<file path="src/hdl/cpq_pkg.sv">
// shared constants, types and helpers of the coalescing priority queue
package cpq_pkg;

  localparam int DEPTH         = 32;
  localparam int KEY_BITS      = 32;
  localparam int PAYLOAD_BYTES = 8;

  localparam int IDX_W   = $clog2(DEPTH);
  localparam int CNT_W   = $clog2(DEPTH + 1);
  localparam int PAY_W   = 8 * PAYLOAD_BYTES;
  localparam int PRIO_W  = 4;
  localparam int LEN_W   = 4;
  localparam int LIMIT_W = 6;
  localparam int CMP_W   = (CNT_W > LIMIT_W) ? CNT_W : LIMIT_W;
  localparam int REJ_W   = 32;
  localparam int DATA_W  = 32;
  localparam int ADDR_W  = 3;

  localparam logic [LIMIT_W-1:0] LIMIT_RESET = LIMIT_W'(32);

  localparam logic [ADDR_W-3:0] REG_IDX_QUEUE_LIMIT = '0;

  localparam logic OP_PUBLISH = 1'b0;
  localparam logic OP_POP     = 1'b1;

  typedef enum logic [1:0] {
    ACT_HOLD,
    ACT_INSERT,
    ACT_MERGE,
    ACT_POP
  } cpq_act_t;

  typedef struct packed {
    logic [KEY_BITS-1:0] key;
    logic [PRIO_W-1:0]   prio;
    logic [PAY_W-1:0]    payload;
    logic [LEN_W-1:0]    len;
  } cpq_entry_t;

  typedef struct packed {
    cpq_act_t         act;
    logic [CNT_W-1:0] fill;
    logic [PAY_W-1:0] mask;
    cpq_entry_t       new_entry;
  } cpq_ctrl_t;

  function automatic logic [PAY_W-1:0] byte_mask(input logic [LEN_W-1:0] len);
    logic [PAY_W-1:0] m;
    m = '0;
    for (int b = 0; b < PAYLOAD_BYTES; b++) begin
      if (LEN_W'(b) < len) begin
        m[8*b +: 8] = 8'hff;
      end
    end
    return m;
  endfunction

endpackage

</file>
<file path="src/hdl/cpq_cell.sv">
// one queue slot: compare against the incoming item and shift with its neighbours
module cpq_cell (
  input  logic                clk,
  input  logic [cpq_pkg::IDX_W-1:0] idx,
  input  cpq_pkg::cpq_ctrl_t  ctrl,
  input  logic                left_lower,
  input  cpq_pkg::cpq_entry_t left_entry,
  input  cpq_pkg::cpq_entry_t right_entry,
  output logic                lower,
  output logic                match,
  output cpq_pkg::cpq_entry_t entry
);
  import cpq_pkg::*;

  cpq_entry_t entry_r;
  cpq_entry_t entry_nxt;
  logic       occ;
  logic       tail;

  assign occ   = CNT_W'(idx) < ctrl.fill;
  assign tail  = CNT_W'(idx) == ctrl.fill;
  assign lower = occ && (entry_r.prio < ctrl.new_entry.prio);
  assign match = occ && (entry_r.key == ctrl.new_entry.key);
  assign entry = entry_r;

  always_comb begin
    entry_nxt = entry_r;
    case (ctrl.act)
      ACT_INSERT: begin
        if (left_lower) begin
          entry_nxt = left_entry;
        end else if (lower || tail) begin
          entry_nxt = ctrl.new_entry;
        end
      end
      ACT_MERGE: begin
        if (match) begin
          entry_nxt.payload = (entry_r.payload & ~ctrl.mask) | ctrl.new_entry.payload;
        end
      end
      ACT_POP: begin
        entry_nxt = right_entry;
      end
      default: begin
        entry_nxt = entry_r;
      end
    endcase
  end

  always_ff @(posedge clk) begin
    entry_r <= entry_nxt;
  end
endmodule

</file>
<file path="config.mk">
export PLATFORM = sky130hd
export DESIGN_NAME = cpq_cell
export DESIGN_NICKNAME = d
export VERILOG_FILES = /design/src/hdl/cpq_pkg.sv /design/src/hdl/cpq_cell.sv
export SDC_FILE = /design/constraint.sdc
export NUM_CORES = 1
export LEC_CHECK = 0
export BUFFER_PORTS_ARGS = -buffer_cell sky130_fd_sc_hd__buf_4
export CORE_AREA = 2 2 193 195
export CTS_CLUSTER_SIZE = 30
export DETAILED_ROUTE_END_ITERATION = 12
export DIE_AREA = 0 0 195 197
export PLACE_DENSITY = 0.54
export RECOVER_POWER = 100
export SLEW_MARGIN = 25
export SYNTH_ARGS = -nofsm -noshare
export SYNTH_HDL_FRONTEND = slang
export SYNTH_SLANG_ARGS = --single-unit
</file>
<file path="constraint.sdc">
create_clock -name clk -period 9.3 [get_ports clk]
set_input_delay 1.395 -clock clk [delete_from_list [all_inputs] [get_ports clk]]
set_output_delay 1.395 -clock clk [all_outputs]
set_load 0.02 [all_outputs]
</file>
==> impl_metrics.toml <==
[die]
io-pin-count = 497
core_area_um2 = 36300
rows = 70
die_area_um2 = 38400
die_x_um = 195
fp.dieH_um = 197
start_util_pct = 19.5

[critical_path]
cp_max_fo = 44
crit_arrival_ps = 5970
endpoint_kind = "register"
critPathRequiredTime_ps = 9460
rr_worst_depth = 6
critPathKind = "primary input to register"
crit_path_start_kind = "primary input"

[synth]
synth.distinct_cells = 29
synth_enable_flop_cells = 104
synth_top_area_share_pct = 44.2
syn_inst = 799
synthTopCellsByArea = "edfxtp_1 44%, mux2i_1 15%, nand2_1 9.0%"
yosysTopAreaCell = "edfxtp_1"
synth-async-reset-ratio_pct = 0
yosysWarnings = 0
synth.avg_cell_area_um2 = 8.84
synth_area_um2 = 7060
yosysSeqAreaShare_pct = 44.2
ys_seq_elements = 104
syn-num-nets = 1198
ys.flop_type = "edfxtp_1"

[sta]
finalSetupViolations = 0
fin_crit_sh_pct = 62.5
rsz0062_at_grt = "no"
max_freq_mhz = 172
period_minus_slack_ps = 5810
slew-limit-headroom_pct = -147
slew_violations = 251
worst_hold_slack_ps = 748
skew_ps = 16.4
setup_tns_ps = 0
tightest_slew_ps = 3710
finalHoldViolCount = 0

[clock_network]
clk_latency_ps = 360
cts_max_level = 3
cts_hold_buf = 0
cts_root_buf = "clkbuf_16"
cts-buffers-inserted = 9
cts_tree = "yes"
cts_sinks = 104
cts_resized = 0
post_cts_buffers = 0
cts.clk_slew.worst_paths_ps = 80
clk_path_buf_depth = 2

[drt]
drtIter0Drc = 194
vias = 7561
wl_um = 32400
avgRoutedWirePerCell_um = 18.6
ant_nets = 0
drtPass1Iterations = 5
drc = 0
via_per_inst = 4.35

[flow_run]
cap_viol_max_count = 5

[grt]
gr-usage-met1_pct = 17.8
antenna_found_initial = 3
first_global_vias = 7744
globalRouteOverflowTotal = 0
grt_pass1_wl_um = 46600
grt_usage_pct = 16.2
busiest_layer = "met2"
met2_usage_pct = 27.8
gr-usage-met3_pct = 6.13
grt_max_degree = 118

[layout]
syn_to_final_growth_pct = 56.2
largest_reg_flops = 104
layout-drive-gt1-share_pct = 32.2
final_nets = 1664
fillers = 3953

[placed_design]
port_buffers = 496
dp_hpwl_um = 26100
gp_congestion = 0.879

[power]
pwr_density_cell_nw_per_um2 = 128
cellLeakagePower_nw = 5.00
vdd_drop_max_v = 0.0000725

[worst_hold_path]
hold_path_depth = 4
hold_class = "register to register"

[run_status]
violations = "capacitance limit, slew limit"
outcome = "finished, violations left"
==> per-stage QoR <==
| stage | setup WS (ps) | util, % | instances | power [W] | area, um^2 |
|---|---|---|---|---|---|
| 2_1_floorplan | 3560 | - | 799 | 0.000808 | 7060 |
| 6_report | 3490 | 30.4 | 1738 | 0.00141 | 11000 |
| 3_3_place_gp | 4670 | 30.9 | 1721 | 0.00106 | 11200 |
| 3_5_place_dp | 4580 | 30.9 | 1721 | 0.00106 | 11200 |
| 4_1_cts | 4780 | 31.7 | 1736 | 0.00147 | 11500 |
| 5_1_grt | 3160 | 30.4 | 1738 | 0.00149 | 11000 |
==> cell usage after synthesis, types with 3 or more instances <==
master,n
nand2_1,169
o21ai_0,118
edfxtp_1,104
mux2i_1,104
inv_1,73
a21oi_1,66
o21ai_1,52
xnor2_1,32
buf_2,20
clkbuf_1,11
ha_1,8
nand4_1,8
buf_1,7
buf_4,6
clkbuf_2,3
==> routing by layer <==
metal  wire [um]  up-vias
li1            -     3712
met1       12200     3437
met2       15800      365
met3        3070       45
met4        1310        2
met5          16        -
==> final cells by class <==
class	instances	area, um^2	share of cell area (%)
tap	468	586	5.31
timing repair buffer	504	3360	30.4
multi-input combinational	573	3400	30.8
sequential	104	3120	28.3
clock buffer	10	229	2.08
antenna	1	2.50	0.0227
inverter	73	274	2.48
clock inverter	5	57.6	0.522
==> report_power, final <==
group	switching [W]	total, W	leakage (nW)	internal [W]
combinational	0.000217	0.000411	3.84	0.000194
clock	0.000186	0.000395	0.143	0.000209
sequential	0.0000283	0.000604	1.02	0.000576
total	0.000432	0.00141	5.00	0.000978
==> final timing paths <==
kind,to,start,slack (ps)
min reg2reg,entry[20]$_DFFE_PP_,entry[20]$_DFFE_PP_,750
max reg2reg,entry[55]$_DFFE_PP_,entry[94]$_DFFE_PP_,4430
max,entry[3]$_DFFE_PP_,left_lower,3490
min,entry[20]$_DFFE_PP_,entry[20]$_DFFE_PP_,750
==> cell usage in the layout, fill, tap and decap left out, types with 2 or more instances in the layout <==
cell	n
xnor2_1	32
inv_1	73
o21ai_1	3
clkbuf_1	115
clkbuf_16	9
a21oi_1	66
mux2i_1	104
buf_4	389
nand4_1	8
clkinv_2	2
edfxtp_1	104
nand2_1	169
ha_1	8
o21ai_0	167
nor2_1	2
nor4_1	2
o21ai_2	2
==> cells by family (layout without fill, tap and decap cells) <==
| kind of cell | after synthesis | in the layout | synth area share (%) |
|---|---|---|---|
| AOI/OAI and AO/OA | 243 | 243 | 17.7 |
| xor gates and xnor gates | 32 | 32 | 3.97 |
| adders and majority gates | 8 | 8 | 1.42 |
| buffers and inverters | 122 | 592 | 7.47 |
| DFF | 104 | 104 | 44.2 |
| muxes | 104 | 104 | 14.7 |
| other | 0 | 1 | 0 |
| and+or+nand+nor | 186 | 186 | 10.5 |
==> critical path, stage by stage <==
cell	delay, ps
clkbuf_1	940
clkbuf_1	2600
mux2i_1	670
o21ai_0	330
Power figures use the tool's default switching activity.
