===== src/hdl/cpq_pkg.sv =====
// shared constants, types and helpers of the coalescing priority queue
package cpq_pkg;

  localparam int DEPTH         = 32;
  localparam int KEY_BITS      = 32;
  localparam int PAYLOAD_BYTES = 8;

  localparam int IDX_W   = $clog2(DEPTH);
  localparam int CNT_W   = $clog2(DEPTH + 1);
  localparam int PAY_W   = 8 * PAYLOAD_BYTES;
  localparam int PRIO_W  = 4;
  localparam int LEN_W   = 4;
  localparam int LIMIT_W = 6;
  localparam int CMP_W   = (CNT_W > LIMIT_W) ? CNT_W : LIMIT_W;
  localparam int REJ_W   = 32;
  localparam int DATA_W  = 32;
  localparam int ADDR_W  = 3;

  localparam logic [LIMIT_W-1:0] LIMIT_RESET = LIMIT_W'(32);

  localparam logic [ADDR_W-3:0] REG_IDX_QUEUE_LIMIT = '0;

  localparam logic OP_PUBLISH = 1'b0;
  localparam logic OP_POP     = 1'b1;

  typedef enum logic [1:0] {
    ACT_HOLD,
    ACT_INSERT,
    ACT_MERGE,
    ACT_POP
  } cpq_act_t;

  typedef struct packed {
    logic [KEY_BITS-1:0] key;
    logic [PRIO_W-1:0]   prio;
    logic [PAY_W-1:0]    payload;
    logic [LEN_W-1:0]    len;
  } cpq_entry_t;

  typedef struct packed {
    cpq_act_t         act;
    logic [CNT_W-1:0] fill;
    logic [PAY_W-1:0] mask;
    cpq_entry_t       new_entry;
  } cpq_ctrl_t;

  function automatic logic [PAY_W-1:0] byte_mask(input logic [LEN_W-1:0] len);
    logic [PAY_W-1:0] m;
    m = '0;
    for (int b = 0; b < PAYLOAD_BYTES; b++) begin
      if (LEN_W'(b) < len) begin
        m[8*b +: 8] = 8'hff;
      end
    end
    return m;
  endfunction

endpackage


===== src/hdl/cpq_cfg.sv =====
// apb register holding the queue limit
module cpq_cfg (
  input  logic                         clk,
  input  logic                         rst_n,
  input  logic                         psel,
  input  logic                         penable,
  input  logic                         pwrite,
  input  logic [cpq_pkg::ADDR_W-1:0]   paddr,
  input  logic [cpq_pkg::DATA_W-1:0]   pwdata,
  output logic [cpq_pkg::DATA_W-1:0]   prdata,
  output logic                         pready,
  output logic [cpq_pkg::LIMIT_W-1:0]  queue_limit
);
  import cpq_pkg::*;

  logic [LIMIT_W-1:0] limit_r;
  logic [LIMIT_W-1:0] limit_nxt;
  logic               hit;

  assign hit    = paddr[ADDR_W-1:2] == REG_IDX_QUEUE_LIMIT;
  assign pready = 1'b1;
  assign prdata = hit ? DATA_W'(limit_r) : '0;
  assign queue_limit = limit_r;

  always_comb begin
    limit_nxt = limit_r;
    if (psel && penable && pwrite && hit) begin
      limit_nxt = pwdata[LIMIT_W-1:0];
    end
  end

  always_ff @(posedge clk) begin
    if (!rst_n) begin
      limit_r <= LIMIT_RESET;
    end else begin
      limit_r <= limit_nxt;
    end
  end
endmodule


===== config.mk =====
export PLATFORM = sky130hd
export DESIGN_NAME = cpq_cfg
export DESIGN_NICKNAME = d
export VERILOG_FILES = /design/src/hdl/cpq_pkg.sv /design/src/hdl/cpq_cfg.sv
export SDC_FILE = /design/constraint.sdc
export NUM_CORES = 1
export LEC_CHECK = 0
export BUFFER_PORTS_ARGS = -buffer_cell sky130_fd_sc_hd__buf_2
export CAP_MARGIN = 30
export CORE_MARGIN = 3
export CORE_UTILIZATION = 30
export CTS_CLUSTER_SIZE = 8
export DETAILED_ROUTE_END_ITERATION = 6
export PLACE_DENSITY = 0.8
export SYNTH_ARGS = -nofsm -noshare
export SYNTH_HDL_FRONTEND = slang
export SYNTH_SLANG_ARGS = --single-unit

===== constraint.sdc =====
create_clock -name clk -period 1.19 [get_ports clk]
set_clock_uncertainty 0.15 [all_clocks]
set_input_delay 0.119 -clock clk [delete_from_list [all_inputs] [get_ports clk]]
set_output_delay 0.119 -clock clk [all_outputs]
set_load 0.05 [all_outputs]

==> results of run 1 <==
## cells in the mapped netlist
master / instances
nand2_1: 10
nor2b_1: 2
and2b_2: 6
conb_1: 2
dfxtp_1: 6
clkbuf_1: 1
buf_4: 27
and4b_1: 1
buf_6: 1
mux2i_1: 6
## timing repair
| item | CTS | global route |
|---|---|---|
| setup endpoints to repair | 6 | 1 |
| gates resized for setup | 12 | 0 |
| hold buffers | 6 | 0 |
| endpoints found under the hold margin | 6 | 0 |
## routing by layer
| metal | up-vias | GRT usage |
|---|---|---|
| met4 | 0 | 0.0323 |
| met2 | 27 | 0.128 |
| met3 | 0 | 0.0451 |
| li1 | 198 | - |
| met5 | - | 0 |
| met1 | 169 | 0.0895 |
## power groups by stage
stage          Sequential [mW]  Clock, mW  Combinational, mW
2_1_floorplan            0.229          0              0.294
3_3_place_gp             0.213          0              0.269
3_5_place_dp             0.214          0              0.271
4_1_cts                  0.210      0.195              0.292
5_1_grt                  0.210      0.205              0.307
6_report                 0.209      0.194              0.293
## how the worst max path moves through the flow
| stage | slack [ps] | cells after the start | from | to |
|---|---|---|---|---|
| global route | -0.7 | 2 | queue_limit[1] | prdata[1] |
| floorplan | 90 | 1 | queue_limit[5] | prdata[5] |
| finish | 20 | 2 | queue_limit[2] | prdata[2] |
| CTS | 20 | 2 | queue_limit[4] | prdata[4] |
| detailed placement | 80 | 4 | paddr[2] | queue_limit[3] |
| global placement | 80 | 4 | paddr[2] | queue_limit[3] |
## stage by stage
stage | hold slack [ps] | TNS [ps] | util | instances
final | 73.3 | 0 | 0.431 | 108
after global routing | 95.0 | -0.705 | 0.431 | 108
after CTS | 69.2 | 0 | 0.431 | 108
after detailed placement | 219 | 0 | 0.354 | 99
after global placement | 211 | 0 | 0.354 | 99
after floorplan | 104 | 0 | - | 87
## layout by cell type, fill, tap and decap left out
cell type / instances
buf_4: 2
conb_1: 27
dlygate4sd3_1: 6
clkbuf_4: 3
and2b_2: 6
buf_2: 17
mux2i_1: 6
buf_6: 6
and4b_1: 1
nor2b_1: 2
nand2_1: 10
dfxtp_2: 6
## kinds of logic after synthesis
| family | Yosys count | share of synthesized area |
|---|---|---|
| AND/OR/NAND/NOR | 19 | 0.217 |
| other | 2 | 0.0145 |
| multiplexers | 6 | 0.116 |
| flip-flops | 6 | 0.232 |
| buffers and inverters | 29 | 0.420 |
## critical path: stages (launching register included)
cell     delay [ps]
dfxtp_2         320
and2b_2         190
buf_6           150
## area by class of cell
type	instances	area (µm²)	share of cell area
multi-input combinational	52	274	0.408
timing repair buffer	31	228	0.339
sequential	6	128	0.190
clock buffer	3	22.5	0.0335
tap	16	20.0	0.0298
==> results.py, run 1 <==
metrics = {
    "cells_and_area": {
        "antenna_cells": 0,
        "largest_reg_flops": 6,
        "final_area_um2": 672,
        "area_growth_pct": 29.7,
        "fillers": 163,
        "drive_above_1_share": 0.435,
        "fin_nets": 134,
    },
    "setup_path": {
        "rr_endpoint": "queue_limit[5]",
        "start_kind": "flip-flop",
        "r2r_start": "queue_limit[5]",
        "r2r_slack_ps": 450,
        "cp.required_ps": 920,
        "path_max_fanout": 3,
        "endpoint_kind": "output pin",
        "reg2regPathDepth": 2,
        "arrival_ps": 900,
        "worstSetupPathType": "reg2out",
    },
    "die": {
        "dieArea_um2": 2260,
        "row_count": 14,
        "initial_core_util": 0.332,
        "die_w_um": 47.6,
        "io_pins": 79,
        "die_y_um": 47.6,
        "design.core.area_um2": 1560,
    },
    "outcome": {
        "outcome": "finished, final reports clean",
    },
    "power_and_ir_drop": {
        "internal_power_mw": 0.372,
        "swShare": 0.466,
        "combPwrFrac": 0.421,
        "switchingPower_mw": 0.325,
        "finalPower_mw": 0.697,
        "ir_worst_vdd_mv": 0.454,
        "clkPwrFrac": 0.279,
        "power.density_nw_per_um2": 1040,
        "p_leak_nw": 0.369,
        "seq_power_share": 0.301,
    },
    "clocking": {
        "clkTransAtPathRegs_ps": 50,
        "clk_latency_ps": 240,
        "cts_tree": "built",
        "clockBufferDepth": 2,
        "numClockSinks": 6,
        "cts-root-buf": "clkbuf_4",
        "htreeDepth": 1,
        "cts_setup_buffers": 0,
        "numCtsBuffers": 3,
    },
    "sta": {
        "fmax_mhz": 854,
        "hold_viol_final": 0,
        "finalMaxSlewViolations": 0,
        "finalSetupViolCount": 0,
        "period_minus_slack_ps": 1170,
        "rsz0062_at_grt": "yes",
        "finalCritPeriodShare": 0.984,
        "worst_slack_ps": 19.6,
    },
    "logic_synthesis": {
        "synth_cells": 62,
        "synth-seq-cells": 6,
        "synth.area.top_cells": "buf_4 (39%), dfxtp_1 (23%), mux2i_1 (12%)",
        "yosysWarnings": 0,
        "synth_area_per_cell_um2": 8.35,
        "mappedNetlistArea_um2": 518,
        "synth_top_area_share": 0.391,
        "ys_seq_area_frac": 0.232,
        "yosys.area.top_type": "buf_4",
        "yosysUniqueCellTypes": 10,
    },
    "route": {
        "met3_length_um": 129,
        "drc": 0,
        "wl_um": 982,
        "firstDrtPassIters": 3,
        "wl_met2_um": 488,
        "topRoutingLayerUsed": "met3",
        "routed_via_density": 3.65,
        "vias": 394,
        "ant_nets": 0,
        "drt_iter0_markers": 2,
        "wl_per_cell_um": 9.09,
        "met1Wirelength_um": 363,
    },
    "global_route": {
        "grt_first_pass_wirelength_um": 1240,
        "grt_overflow_total": 0,
        "grt_max_degree": 13,
        "grt_usage": 0.0807,
        "grt_pass1_vias": 287,
        "antenna_found_initial": 0,
    },
    "min_path": {
        "hold-path-cell-count": 3,
        "min_path_type": "in2reg",
        "hold_start": "rst_n",
        "hold-path-endpoint": "queue_limit[4]",
    },
    "job": {
        "maxCapViolCount": 0,
    },
    "place": {
        "pre_cts_slack_ps": 79.1,
        "place_area_um2": 552,
        "port_buffers": 23,
        "dp_hpwl_um": 810,
        "place_congestion": 0.626,
    },
}
No activity file was read; power rests on OpenSTA's default activity.
==> run 2, diff against run 1 <==
--- a/constraint.sdc
+++ b/constraint.sdc
@@ -3,3 +3,3 @@
 set_input_delay 0.119 -clock clk [delete_from_list [all_inputs] [get_ports clk]]
 set_output_delay 0.119 -clock clk [all_outputs]
-set_load 0.05 [all_outputs]
+set_load 0.02 [all_outputs]
==> results.py, run 2 (synthesis gave the netlist of run 1 again) <==
metrics = {
    "global_route": {
        "grt_max_degree": 13,
        "grt_overflow_total": 0,
        "antenna_found_initial": 0,
        "grt_pass1_vias": 329,
        "grt_first_pass_wirelength_um": 1340,
        "grt_usage": 0.0875,
    },
    "setup_path": {
        "endpoint_kind": "output pin",
        "max_stage_delay_ps": 320,
        "arrival_ps": 890,
        "path_max_fanout": 3,
        "path_cells": "and2b_2 > buf_4",
        "worstSetupPathType": "reg2out",
        "start_kind": "flip-flop",
        "cp.required_ps": 920,
        "slowest_stage": "dfxtp_2",
        "crit_start": "queue_limit[4]",
        "r2r_start": "queue_limit[5]",
    },
    "place": {
        "pre_cts_slack_ps": 146,
        "port_buffers": 23,
        "dp_hpwl_um": 820,
        "place_area_um2": 552,
        "place_congestion": 0.649,
    },
    "route": {
        "drc": 0,
        "vias": 405,
        "wl_um": 1000,
        "wl_per_cell_um": 9.21,
        "routed_via_density": 3.72,
        "ant_nets": 0,
        "drt_iter0_markers": 3,
        "firstDrtPassIters": 2,
    },
    "min_path": {
        "hold_start": "rst_n",
        "min_path_type": "in2reg",
    },
    "cells_and_area": {
        "final_area_um2": 649,
        "drive_above_1_share": 0.409,
        "antenna_cells": 0,
        "area_growth_pct": 25.4,
        "fillers": 174,
        "largest_reg_flops": 6,
        "multi_input_area_um2": 274,
        "layout_common_cells": "conb_1 (27), buf_2 (20), nand2_1 (10)",
        "postLayoutCoreUtil": 0.417,
        "register_area_um2": 124,
        "fin_nets": 135,
        "layout_commonest_cell": "conb_1",
    },
    "clocking": {
        "cts_tree": "built",
        "clk_latency_ps": 240,
        "numCtsBuffers": 3,
        "cts-root-buf": "clkbuf_4",
        "cts_setup_buffers": 0,
        "clockBufferDepth": 2,
        "clkTransAtPathRegs_ps": 40,
        "htreeDepth": 1,
        "numClockSinks": 6,
    },
    "sta": {
        "finalMaxSlewViolations": 0,
        "finalSetupViolCount": 0,
        "worst_slack_ps": 26.3,
        "finalCritPeriodShare": 0.978,
        "tns_ps": 0,
        "fmax_mhz": 859,
        "hold_viol_final": 0,
        "period_minus_slack_ps": 1160,
    },
    "die": {
        "die_y_um": 47.6,
        "dieArea_um2": 2260,
        "io_pins": 79,
        "initial_core_util": 0.332,
        "row_count": 14,
        "design.core.area_um2": 1560,
        "die_w_um": 47.6,
    },
    "power_and_ir_drop": {
        "power.density_nw_per_um2": 862,
        "p_leak_nw": 0.369,
        "ir_worst_vdd_mv": 0.448,
    },
    "outcome": {
        "outcome": "finished, final reports clean",
    },
    "job": {
        "maxCapViolCount": 0,
    },
}
-- run 2: cell types whose count changed in the layout (fill, tap and decap cells not counted) --
cell	before	now
dfxtp_1	0	3
buf_4	2	5
buf_2	17	20
buf_6	6	1
dfxtp_2	6	3
-- run 2: per-stage QoR --
step / hold WS, ps / std cells / power (mW)
final: 73.1 / 109 / 0.560
after global routing: 84.1 / 109 / 0.595
after CTS: 66.6 / 109 / 0.564
after detailed placement: 222 / 100 / 0.355
after global placement: 218 / 100 / 0.354
after floorplan: 111 / 87 / 0.390
-- run 2: per-layer routing --
layer | share of wire | GRT usage | wire, µm
met3 | 0.16 | 0.0564 | 165
met4 | 0 | 0.0161 | 0
met1 | 0.32 | 0.0871 | 326
met2 | 0.51 | 0.155 | 512
met5 | 0 | 0 | 0
-- run 2: path summary, 6_finish.rpt --
check	to	slack, ps	cells after the start
max	prdata[4]	30	2
min	queue_limit[0]	70	3
max reg2reg	queue_limit[5]	430	2
min reg2reg	queue_limit[3]	310	2
-- run 2: final cells by class --
| class | count | area share |
|---|---|---|
| multi-input cells | 52 | 0.422 |
| repair buffers | 32 | 0.322 |
| clock buffers | 3 | 0.0347 |
| flip-flops and latches | 6 | 0.191 |
| well taps | 16 | 0.0308 |
-- run 2: report_power, final --
group / internal [mW] / switching [mW]
combinational: 0.0507 / 0.113
clock: 0.114 / 0.0727
sequential: 0.207 / 0.00294
-- run 2: worst max-delay path, delay by kind of cell (launching register included) --
kind / cells / cell delay (ps)
simple gates: 1 / 180
flops: 1 / 320
buf+inv: 1 / 150
-- run 2: what timing repair did --
item	in CTS	in global routing
hold endpoints to repair	6	0
gates resized for setup	0	7
setup endpoints to repair	0	3
hold buffers	6	0
